**src/rtl/core/tgarle_pkg.sv**
```systemverilog
// Shared constants for the run-length coded targa pixel decoder.
package tgarle_pkg;

	localparam int unsigned BYTE_W  = 8;
	localparam int unsigned PIX_W   = 32;
	localparam int unsigned ACC_W   = 24;
	localparam int unsigned REP_W   = 8;
	localparam int unsigned BPP_W   = 3;
	localparam int unsigned SIZE_W  = 25;
	localparam int unsigned PHASE_W = 2;

	// Width of the packed master-side data word: pixel value then repeat count.
	localparam int unsigned M_DATA_W = PIX_W + REP_W;

	// Decoder phases.
	localparam logic [PHASE_W-1:0] PH_HDR = 2'd0;
	localparam logic [PHASE_W-1:0] PH_RAW = 2'd1;
	localparam logic [PHASE_W-1:0] PH_RUN = 2'd2;
	localparam logic [PHASE_W-1:0] PH_ERR = 2'd3;

	// Configuration register indexes.
	localparam logic CFG_BPP  = 1'b0;
	localparam logic CFG_SIZE = 1'b1;

	// Header bytes at or above this value open a run packet.
	localparam logic [BYTE_W-1:0] RUN_FLAG = 8'd128;
	localparam logic [BYTE_W-1:0] RUN_BIAS = 8'd127;

	// Status codes.
	localparam logic ST_OK      = 1'b0;
	localparam logic ST_OVERRUN = 1'b1;

endpackage

```
**src/rtl/core/tga_rle_pixel_decoder.sv**
```systemverilog
// Run-length coded targa pixel decoder: packet parsing, pixel assembly and image counting.
// A pixel's last byte is registered in the input stage, and its word in the result register.
// Throughput: one byte per cycle without backpressure, set by the single decode-stage update.
// Header bytes and non-final pixel bytes produce no result word.
// Reset (arst_n low) returns the decoder to expecting a packet header, clears the error
// state and the pixel counter, and sets bytes_per_pixel to 3 and image_pixel_count to 1.
module tga_rle_pixel_decoder #(
	parameter int unsigned PIXEL_COUNT_BITS = 24
) (
	input  logic                            clk,
	input  logic                            arst_n,
	// Configuration write port.
	input  logic                            cfg_we,
	input  logic                            cfg_index,
	input  logic [tgarle_pkg::SIZE_W-1:0]   cfg_data,
	// Slave side: coded byte stream.
	input  logic                            s_axis_tvalid,
	output logic                            s_axis_tready,
	input  logic [tgarle_pkg::BYTE_W-1:0]   s_axis_tdata,   // [7:0] stream_byte
	// Master side: decoded pixels.
	output logic                            m_axis_tvalid,
	input  logic                            m_axis_tready,
	output logic [tgarle_pkg::M_DATA_W-1:0] m_axis_tdata,   // [31:0] pixel_value, [39:32] repeat_count
	output logic                            m_axis_tlast,   // last_of_image
	output logic                            m_axis_tuser    // [0] status
);
	import tgarle_pkg::*;

	// The pixel counter must hold the full image size, so it is one bit wider than the
	// parameter. The configured size is compared against the cap at the wider of the two.
	localparam int unsigned CNT_W = PIXEL_COUNT_BITS + 1;
	localparam int unsigned EXT_W = (CNT_W > SIZE_W) ? CNT_W : SIZE_W;

	// Configuration registers.
	logic [BPP_W-1:0]  bpp_q;
	logic [SIZE_W-1:0] size_q;

	always_ff @(posedge clk or negedge arst_n) begin
		if (!arst_n) begin
			bpp_q  <= BPP_W'(3);
			size_q <= SIZE_W'(1);
		end else if (cfg_we) begin
			unique case (cfg_index)
				CFG_BPP:  bpp_q  <= cfg_data[BPP_W-1:0];
				CFG_SIZE: size_q <= cfg_data;
				default:  ;
			endcase
		end
	end

	// Input stage register. The decode stage advances whenever the output register is
	// empty or being drained, so a new word is taken every cycle under no backpressure.
	logic              valid_s1;
	logic [BYTE_W-1:0] byte_s1;
	logic              out_valid_q;
	logic              advance;
	logic              do_step;

	assign advance       = !out_valid_q || m_axis_tready;
	assign s_axis_tready = !valid_s1 || advance;
	assign do_step       = valid_s1 && advance;

	always_ff @(posedge clk or negedge arst_n) begin
		if (!arst_n) begin
			valid_s1 <= 1'b0;
		end else if (s_axis_tready) begin
			valid_s1 <= s_axis_tvalid;
		end
	end

	always_ff @(posedge clk) begin
		if (s_axis_tvalid && s_axis_tready) begin
			byte_s1 <= s_axis_tdata;
		end
	end

	// Decoder state.
	logic [PHASE_W-1:0] phase_q;
	logic [REP_W-1:0]   pkt_left_q;
	logic [REP_W-1:0]   run_len_q;
	logic [1:0]         byte_idx_q;
	logic [ACC_W-1:0]   acc_q;
	logic [CNT_W-1:0]   done_q;

	// Effective pixel size, minus one: zero acts as one byte, above four as four bytes.
	logic [1:0] bpp_m1;
	always_comb begin
		if (bpp_q == BPP_W'(0)) begin
			bpp_m1 = 2'd0;
		end else if (bpp_q > BPP_W'(4)) begin
			bpp_m1 = 2'd3;
		end else begin
			bpp_m1 = 2'(bpp_q - BPP_W'(1));
		end
	end

	// Effective image size: zero acts as one, and sizes above the counter's cap saturate.
	logic [EXT_W-1:0] size_ext;
	logic [EXT_W-1:0] cap_ext;
	logic [CNT_W-1:0] count;
	always_comb begin
		cap_ext  = EXT_W'(1) << PIXEL_COUNT_BITS;
		size_ext = (size_q == SIZE_W'(0)) ? EXT_W'(1) : EXT_W'(size_q);
		if (size_ext > cap_ext) begin
			size_ext = cap_ext;
		end
		count = CNT_W'(size_ext);
	end

	// Decode step: combinational next state and result for the byte in the input stage.
	logic [PHASE_W-1:0] phase_d;
	logic [REP_W-1:0]   pkt_left_d;
	logic [REP_W-1:0]   run_len_d;
	logic [1:0]         byte_idx_d;
	logic [ACC_W-1:0]   acc_d;
	logic [CNT_W-1:0]   done_d;
	logic               emit;
	logic [PIX_W-1:0]   pix_d;
	logic [REP_W-1:0]   rep_d;
	logic               last_d;
	logic               status_d;

	logic [PIX_W-1:0]   shifted;
	logic [CNT_W-1:0]   remaining;
	logic [CNT_W-1:0]   done_inc;
	logic [REP_W-1:0]   left_dec;

	always_comb begin
		phase_d    = phase_q;
		pkt_left_d = pkt_left_q;
		run_len_d  = run_len_q;
		byte_idx_d = byte_idx_q;
		acc_d      = acc_q;
		done_d     = done_q;
		emit       = 1'b0;
		rep_d      = REP_W'(0);
		last_d     = 1'b0;
		status_d   = ST_OK;

		shifted   = PIX_W'(byte_s1) << {byte_idx_q, 3'b000};
		pix_d     = PIX_W'(acc_q) | shifted;
		remaining = (done_q < count) ? (count - done_q) : CNT_W'(0);
		done_inc  = done_q + CNT_W'(1);
		left_dec  = (pkt_left_q != REP_W'(0)) ? (pkt_left_q - REP_W'(1)) : pkt_left_q;

		unique case (phase_q)
			PH_ERR: begin
				// Sticky error: every byte is dropped.
			end
			PH_HDR: begin
				if (byte_s1 < RUN_FLAG) begin
					pkt_left_d = byte_s1 + REP_W'(1);
					phase_d    = PH_RAW;
				end else begin
					run_len_d = byte_s1 - RUN_BIAS;
					phase_d   = PH_RUN;
				end
				byte_idx_d = 2'd0;
				acc_d      = ACC_W'(0);
			end
			default: begin
				if (byte_idx_q < bpp_m1) begin
					// More bytes of this pixel still to come.
					acc_d      = acc_q | ACC_W'(shifted);
					byte_idx_d = byte_idx_q + 2'd1;
				end else begin
					emit       = 1'b1;
					byte_idx_d = 2'd0;
					acc_d      = ACC_W'(0);
					if (remaining == CNT_W'(0)) begin
						// Image already complete, which only follows a lowered size.
						last_d   = 1'b1;
						status_d = ST_OVERRUN;
						phase_d  = PH_ERR;
					end else if (phase_q == PH_RAW) begin
						rep_d      = REP_W'(1);
						done_d     = done_inc;
						pkt_left_d = left_dec;
						if (done_inc == count) begin
							last_d = 1'b1;
							if (left_dec != REP_W'(0)) begin
								// Raw packet runs past the end of the image.
								status_d = ST_OVERRUN;
								phase_d  = PH_ERR;
							end else begin
								done_d  = CNT_W'(0);
								phase_d = PH_HDR;
							end
						end else if (left_dec == REP_W'(0)) begin
							phase_d = PH_HDR;
						end
					end else begin
						if (CNT_W'(run_len_q) > remaining) begin
							// Run overruns the image: clip to the pixels still missing.
							rep_d    = REP_W'(remaining);
							last_d   = 1'b1;
							status_d = ST_OVERRUN;
							done_d   = count;
							phase_d  = PH_ERR;
						end else begin
							rep_d  = run_len_q;
							done_d = done_q + CNT_W'(run_len_q);
							if (done_d == count) begin
								last_d = 1'b1;
								done_d = CNT_W'(0);
							end
							phase_d = PH_HDR;
						end
					end
				end
			end
		endcase
	end

	always_ff @(posedge clk or negedge arst_n) begin
		if (!arst_n) begin
			phase_q    <= PH_HDR;
			pkt_left_q <= REP_W'(0);
			run_len_q  <= REP_W'(0);
			byte_idx_q <= 2'd0;
			acc_q      <= ACC_W'(0);
			done_q     <= CNT_W'(0);
		end else if (do_step) begin
			phase_q    <= phase_d;
			pkt_left_q <= pkt_left_d;
			run_len_q  <= run_len_d;
			byte_idx_q <= byte_idx_d;
			acc_q      <= acc_d;
			done_q     <= done_d;
		end
	end

	// Result register. It holds a word under backpressure while the input stage waits.
	logic                out_load;
	logic [M_DATA_W-1:0] out_data_q;
	logic                out_last_q;
	logic                out_status_q;

	assign out_load = do_step && emit;

	always_ff @(posedge clk or negedge arst_n) begin
		if (!arst_n) begin
			out_valid_q <= 1'b0;
		end else if (out_load) begin
			out_valid_q <= 1'b1;
		end else if (m_axis_tready) begin
			out_valid_q <= 1'b0;
		end
	end

	always_ff @(posedge clk) begin
		if (out_load) begin
			out_data_q   <= {rep_d, pix_d};
			out_last_q   <= last_d;
			out_status_q <= status_d;
		end
	end

	assign m_axis_tvalid = out_valid_q;
	assign m_axis_tdata  = out_data_q;
	assign m_axis_tlast  = out_last_q;
	assign m_axis_tuser  = out_status_q;

	// An overrun word always closes the image.
	assert property (@(posedge clk) disable iff (!arst_n)
		m_axis_tvalid && (m_axis_tuser == ST_OVERRUN) |-> m_axis_tlast)
		else $error("overrun word without last_of_image");

	// A word reporting success always covers at least one pixel.
	assert property (@(posedge clk) disable iff (!arst_n)
		m_axis_tvalid && (m_axis_tuser == ST_OK) |-> (m_axis_tdata[M_DATA_W-1:PIX_W] != 8'd0))
		else $error("ok word with zero repeat count");

	// Once in the error phase, no further result is produced.
	assert property (@(posedge clk) disable iff (!arst_n)
		(phase_q == PH_ERR) |-> !out_load)
		else $error("result produced in error phase");

	// An overrun result leaves the decoder in the error phase.
	assert property (@(posedge clk) disable iff (!arst_n)
		out_load && (status_d == ST_OVERRUN) |=> (phase_q == PH_ERR))
		else $error("overrun did not enter error phase");

endmodule

```
**config.mk**
```make
export PLATFORM = sky130hd
export DESIGN_NAME = tga_rle_pixel_decoder
export DESIGN_NICKNAME = d
export VERILOG_FILES = /design/src/rtl/core/tgarle_pkg.sv /design/src/rtl/core/tga_rle_pixel_decoder.sv
export SDC_FILE = /design/constraint.sdc
export NUM_CORES = 1
export LEC_CHECK = 0
export BUFFER_PORTS_ARGS = -buffer_cell sky130_fd_sc_hd__clkbuf_2
export CORE_MARGIN = 1
export CORE_UTILIZATION = 50
export DETAILED_ROUTE_END_ITERATION = 8
export GPL_ROUTABILITY_DRIVEN = 0
export PLACE_DENSITY = 0.71
export SLEW_MARGIN = 20
export SYNTH_ARGS = -nofsm -noshare
export SYNTH_HDL_FRONTEND = slang
export SYNTH_SLANG_ARGS = --single-unit
```
**constraint.sdc**
```tcl
create_clock -name clk -period 13.6 [get_ports clk]
set_input_delay 2.04 -clock clk [delete_from_list [all_inputs] [get_ports clk]]
set_output_delay 2.04 -clock clk [all_outputs]
set_load 0.03 [all_outputs]
```
-- Yosys cells after proc, flatten, opt, wreduce, memory -nomap -nowiden
Index checks and enable logic that the tools add are counted.
- register bits: 149
- input bits: 39
- output and inout bits: 44
- word-level logic and storage cells: 119
- $add $sub $neg: 8
- $lt $le $gt $ge: 6
- equality and inequality tests: 8
- shift operators: 1
- mux-type cells: 45
- bitwise operators: 8
- reduce and logical (&&, ||, !) cells: 27
- operators with widths (kind ; number):
    two-way mux 25 bit ; 8
    == test 25 bit ; 2
    logical NOT 25 bit ; 2
    two-way mux 8 bit ; 6
    case mux 24 bit (2 select lines) ; 1
    OR 24 x 32 -> 32 bit ; 1
    << shifter 8 x 5 -> 32 bit ; 1
    adder 25 x 1 -> 25 bit, second input constant ; 1
    adder 25 x 8 -> 25 bit ; 1
    > comparator 25 bit, second input constant ; 1
    > comparator 8 x 25 -> 1 bit ; 1
    less-than comparator 25 bit ; 1
    subtractor 25 bit ; 1
    two-way mux 24 bit ; 1
    OR 24 bit ; 1
    two-way mux 2 bit ; 11
    case mux 8 bit (2 select lines) ; 1
    nonzero test 8 bit ; 2
    two-way mux 1 bit ; 15
    adder 8 x 1 -> 8 bit, second input constant ; 1
    logical NOT 8 bit ; 1
    less-than comparator 8 bit, second input constant ; 1
    case mux 2 bit (2 select lines) ; 2
    AND reduction 4 bit ; 2
    25 further kinds ; 38

-- Longest topological paths before layout
- depth in word-level cells: 12
- depth in mapped cells: 33
- mapped depth without buffers: 27

-- Worst setup path before layout
OpenSTA, ideal clock, no wires.
- kind: register -> register
- start point: register size_q[9]
- end point: register done_q[4]
- setup time: 126 ps
- arrival: 5812 ps
- data required time: 13474 ps
- slack: 7662 ps
- stages on the path, launching flop included: 32
- path buffers: 6
- clock period less this slack: 5938 ps
- cell sequence: dfrtp_1 clkbuf_1 nor2_1 nand4_1 o31a_1 clkbuf_1 buf_1 nor2_1 ha_1 clkbuf_1 a21oi_1 o21ai_0 and3b_1 a21oi_1 a41oi_1 nor2_1 clkbuf_1 nand2_1 ha_1 nor2b_1 o21a_1 o21a_1 o21ai_0 nand2b_1 a21oi_1 nor2b_1 o21ai_0 a221o_1 clkbuf_1 nor2_1 a32o_1 a221o_1
- longest elaborated chain between the ends: 9
- elaborated cells between the ends (all ways): 17
- classes of those cells: add/sub (1); order compare (3); eq/ne (2); mux (7); bitwise (1); reduce/logical (3)
- RTL lines (element ; line ; text):
    from (decl) ; tga_rle_pixel_decoder.sv:36 ; logic [SIZE_W-1:0] size_q;
    from (signal assigned) ; tga_rle_pixel_decoder.sv:45 ; CFG_SIZE: size_q <= cfg_data;
    logical NOT 25 bit ; tga_rle_pixel_decoder.sv:103 ; size_ext = (size_q == SIZE_W'(0)) ? EXT_W'(1) : EXT_W'(size_q);
    two-way mux 25 bit * ; tga_rle_pixel_decoder.sv:103 ;
    > comparator 25 bit ; tga_rle_pixel_decoder.sv:104 ; if (size_ext > cap_ext) begin
    two-way mux 25 bit * ; tga_rle_pixel_decoder.sv:104 ;
    subtractor 25 bit or less-than comparator 25 bit (tied branches) ; tga_rle_pixel_decoder.sv:142 ; remaining = (done_q < count) ? (count - done_q) : CNT_W'(0);
    two-way mux 25 bit ; tga_rle_pixel_decoder.sv:142 ;
    > comparator 8 x 25 -> 1 bit or logical NOT 25 bit (tied branches) ; tga_rle_pixel_decoder.sv:193, tga_rle_pixel_decoder.sv:170 ;
    two-way mux 25 bit or NOT 1 bit (tied branches) ; n/a ;
    two-way mux 25 bit or AND reduction 4 bit (tied branches) ; n/a ;
    to (signal assigned) ; tga_rle_pixel_decoder.sv:229 ; done_q <= done_d;
    to (decl) ; tga_rle_pixel_decoder.sv:83 ; logic [CNT_W-1:0] done_q;
Mark *: on every way between the ends. The rest lies on a longest branch, timed or not.
A chain may end at the register's enable or synchronous reset.

-- Worst setup path after layout
- start point: register size_q[2]
- end point: register done_q[1]
The elaborated chain is that of the path after synthesis.

==> reports/qor.csv <==
metric;value;unit
nets;1412;
rr_startpoint;size_q[2]$_DFFE_PN0P_;
die-height;151;um
overflow;0;
r2r_slack;6.20;ns
synth_top_family_by_area;compound AO/OA/AOI/OAI gates;
synthAdderAreaFrac;6.11;%
outcome;finished clean;
grt_pass1_wl;53300;um
initial_core_util;50.8;%
numCtsBuffers;17;
antenna_cells;0;
rsz0062_at_grt;no;
finalCritPeriodShare;54.4;%
synthSimpleGateAreaFrac;20.8;%
start_kind;register;
seq_area_frac_synth;36.0;%
worstMarginPinSlew;1.00;ns
dp_cells;1582;
required;13.96;ns
portBuffers;82;
wl_per_cell;21.0;um
root_buffer;clkbuf_16;
fin_tns_setup;0;ns
peakVddDrop;0.0841;mV
max_slew_margin;33.1;%
r2r_end;done_q[1]$_DFFE_PN0P_;
critical_path_class;reg -> reg;
synth_edf_count;50;
critPathCaptureType;register;
synth_compound_area_share;21.9;%
antenna_found_initial;0;
path_depth;28;
netlist_instances;1281;
area_delta_synth_final;10.7;%
min_period;7.40;ns
cts.sinks;149;
first_global_vias;9671;
clock_skew;0.0179;ns
clk_path_buf_depth;2;
r2r_cells;28;
drv_slew;0;
synth.mux.area_fraction;4.05;%
postCtsSetupRepairBufs;0;
dpl.hpwl;25000;um
power;1.31;mW
crit_buf_inv;2;
drive_gt1_share;13.4;%
critical-path-top-delay-family;simple AND/OR/NAND/NOR gates;
synthTopCellsByArea;dfrtp_1, edfxtp_1, ha_1, nor2_1, xnor2_1;
synth_warnings;0;
die-area;22700;um^2
synth_area_per_cell;8.63;um^2
post_synth_num_cell_types;80;
ctsHoldBuffers;0;
place_area;11600;um^2
cap_viol_max_count;0;
cts_tree;built;
grt_max_degree;62;
stdcell_count;1614;
leakagePower;5.40;nW
worstSetupEndpoint;done_q[1]$_DFFE_PN0P_;
io_pins;83;
ys.flop_type;dfrtp_1;
hold_violations;0;
critPathMaxStageDelay;0.65;ns
synth.top_cell.area_share;21.7;%
fp.dieW;151;um
vias;10499;
crit_arrival;7.76;ns
synthArstFlopShare;66.4;%
crit_fanout;31;
clk_latency;0.45;ns
initialDrtViolationCount;1440;
synth_top_area_cell;dfrtp_1;
design_area;12200;um^2
syn-num-nets;1372;
drt_first_pass_iters;6;
min_path_type;reg -> reg;
detail-route-antenna-nets;0;
cp_slowest_cell;nand2_1;
grt_usage;30.8;%
synth-xor-area-share;6.31;%
synth_common_cells;nor2_1, nand2_1, dfrtp_1;
num_rows;54;
viasPerCell;6.50;
synth.most_common_cell;nor2_1;
h-tree-depth;4;
core;21800;um^2
drc;0;
critPathLaunch;size_q[2]$_DFFE_PN0P_;
clkTransAtPathRegs;0.07;ns
netlist_area;11000;um^2
cts_resized;0;
ys_ff_latch;149;
setup_violations;0;
clock.fmax;0.135;GHz
drt-total-wl;33900;um
powerDensity;107;nW/um^2
## cells in the final DEF, fill, tap and decap left out, drive strengths merged, types with 8 or more instances in the layout
cell type  instances
a22o               8
o2111ai            8
nor4              18
a211oi             8
dfrtp             96
a21oi             88
nand3             43
nor3              27
edfxtp            50
and3              19
clkbuf            98
and2              10
or3               12
ha                50
nand2b            16
mux2i             11
nand4             19
o21ai             77
nor2b             16
nand2            104
o221ai            10
xnor2             58
o22ai             10
a31oi             12
o21a               9
xor2              19
a21o              39
inv               67
o211ai            13
buf               12
nor2             141
or4               13
mux2              30
## worst min-delay path, cell delays in order, from the launching register on
cell and delay, ns:
dfrtp_1 0.35, a21oi_1 0.04, nor2_1 0.07
## state kept, by name, summed over array words and instances (netlist names)
| register | cells |
|---|---|
| done_q | 25 |
| pkt_left_q | 8 |
| byte_s1 | 8 |
| m_axis_tvalid | 1 |
| m_axis_tuser | 1 |
| byte_idx_q | 2 |
| m_axis_tdata | 40 |
| acc_q | 24 |
| run_len_q | 8 |
| m_axis_tlast | 1 |
| size_q | 25 |
| phase_q | 2 |
| bpp_q | 3 |
| valid_s1 | 1 |
## routing by layer
metal	track usage [%]	up-vias	share of wire, %	routed length (um)
met5	0	-	0	0
met4	13.6	0	3.7	1250
met3	7.15	109	11	3730
met2	43.7	664	43	14400
met1	44.3	4951	43	14500
li1	-	4775	-	-
## worst min path at each step
| stage | startpoint | endpoint | slack, ns | cells after the start |
|---|---|---|---|---|
| floorplan | acc_q[0]$_DFFE_PN0P_ | acc_q[0]$_DFFE_PN0P_ | 0.46 | 2 |
| global placement | acc_q[14]$_DFFE_PN0P_ | acc_q[14]$_DFFE_PN0P_ | 0.48 | 2 |
| detailed placement | acc_q[18]$_DFFE_PN0P_ | acc_q[18]$_DFFE_PN0P_ | 0.49 | 2 |
| CTS | acc_q[15]$_DFFE_PN0P_ | acc_q[15]$_DFFE_PN0P_ | 0.50 | 2 |
| global route | acc_q[22]$_DFFE_PN0P_ | acc_q[22]$_DFFE_PN0P_ | 0.53 | 2 |
| finish | acc_q[15]$_DFFE_PN0P_ | acc_q[15]$_DFFE_PN0P_ | 0.50 | 2 |
## final cells by class
cell class | count | area (um^2)
Fill cell | 2005 | 9520
Multi-Input combinational cell | 999 | 6560
Sequential cell | 149 | 3980
Timing Repair Buffer | 93 | 495
Clock buffer | 17 | 425
Tap cell | 280 | 350
Inverter | 61 | 229
Clock inverter | 15 | 193
## cell families after synthesis
group / count (synthesis)
and+or+nand+nor: 466
AOI/OAI and AO/OA: 361
DFF: 149
buffers and inverters: 133
xor gates and xnor gates: 78
adders and majority gates: 53
muxes: 41
## where the power goes
part / internal (mW) / leakage, nW / switching, mW
Clock: 0.280 / 0.297 / 0.223
Sequential: 0.478 / 1.78 / 0.0324
Combinational: 0.111 / 3.32 / 0.191
Total: 0.868 / 5.40 / 0.446
## stage by stage
stage | utilization (%) | setup slack [ns] | hold WS, ns
2_1_floorplan | - | 7.66 | 0.464
3_3_place_gp | 53.4 | 6.58 | 0.479
3_5_place_dp | 53.4 | 6.42 | 0.486
4_1_cts | 56.2 | 6.33 | 0.502
5_1_grt | 56.2 | 5.52 | 0.527
6_report | 56.2 | 6.20 | 0.499
No activity file was read; power rests on OpenSTA's default activity.
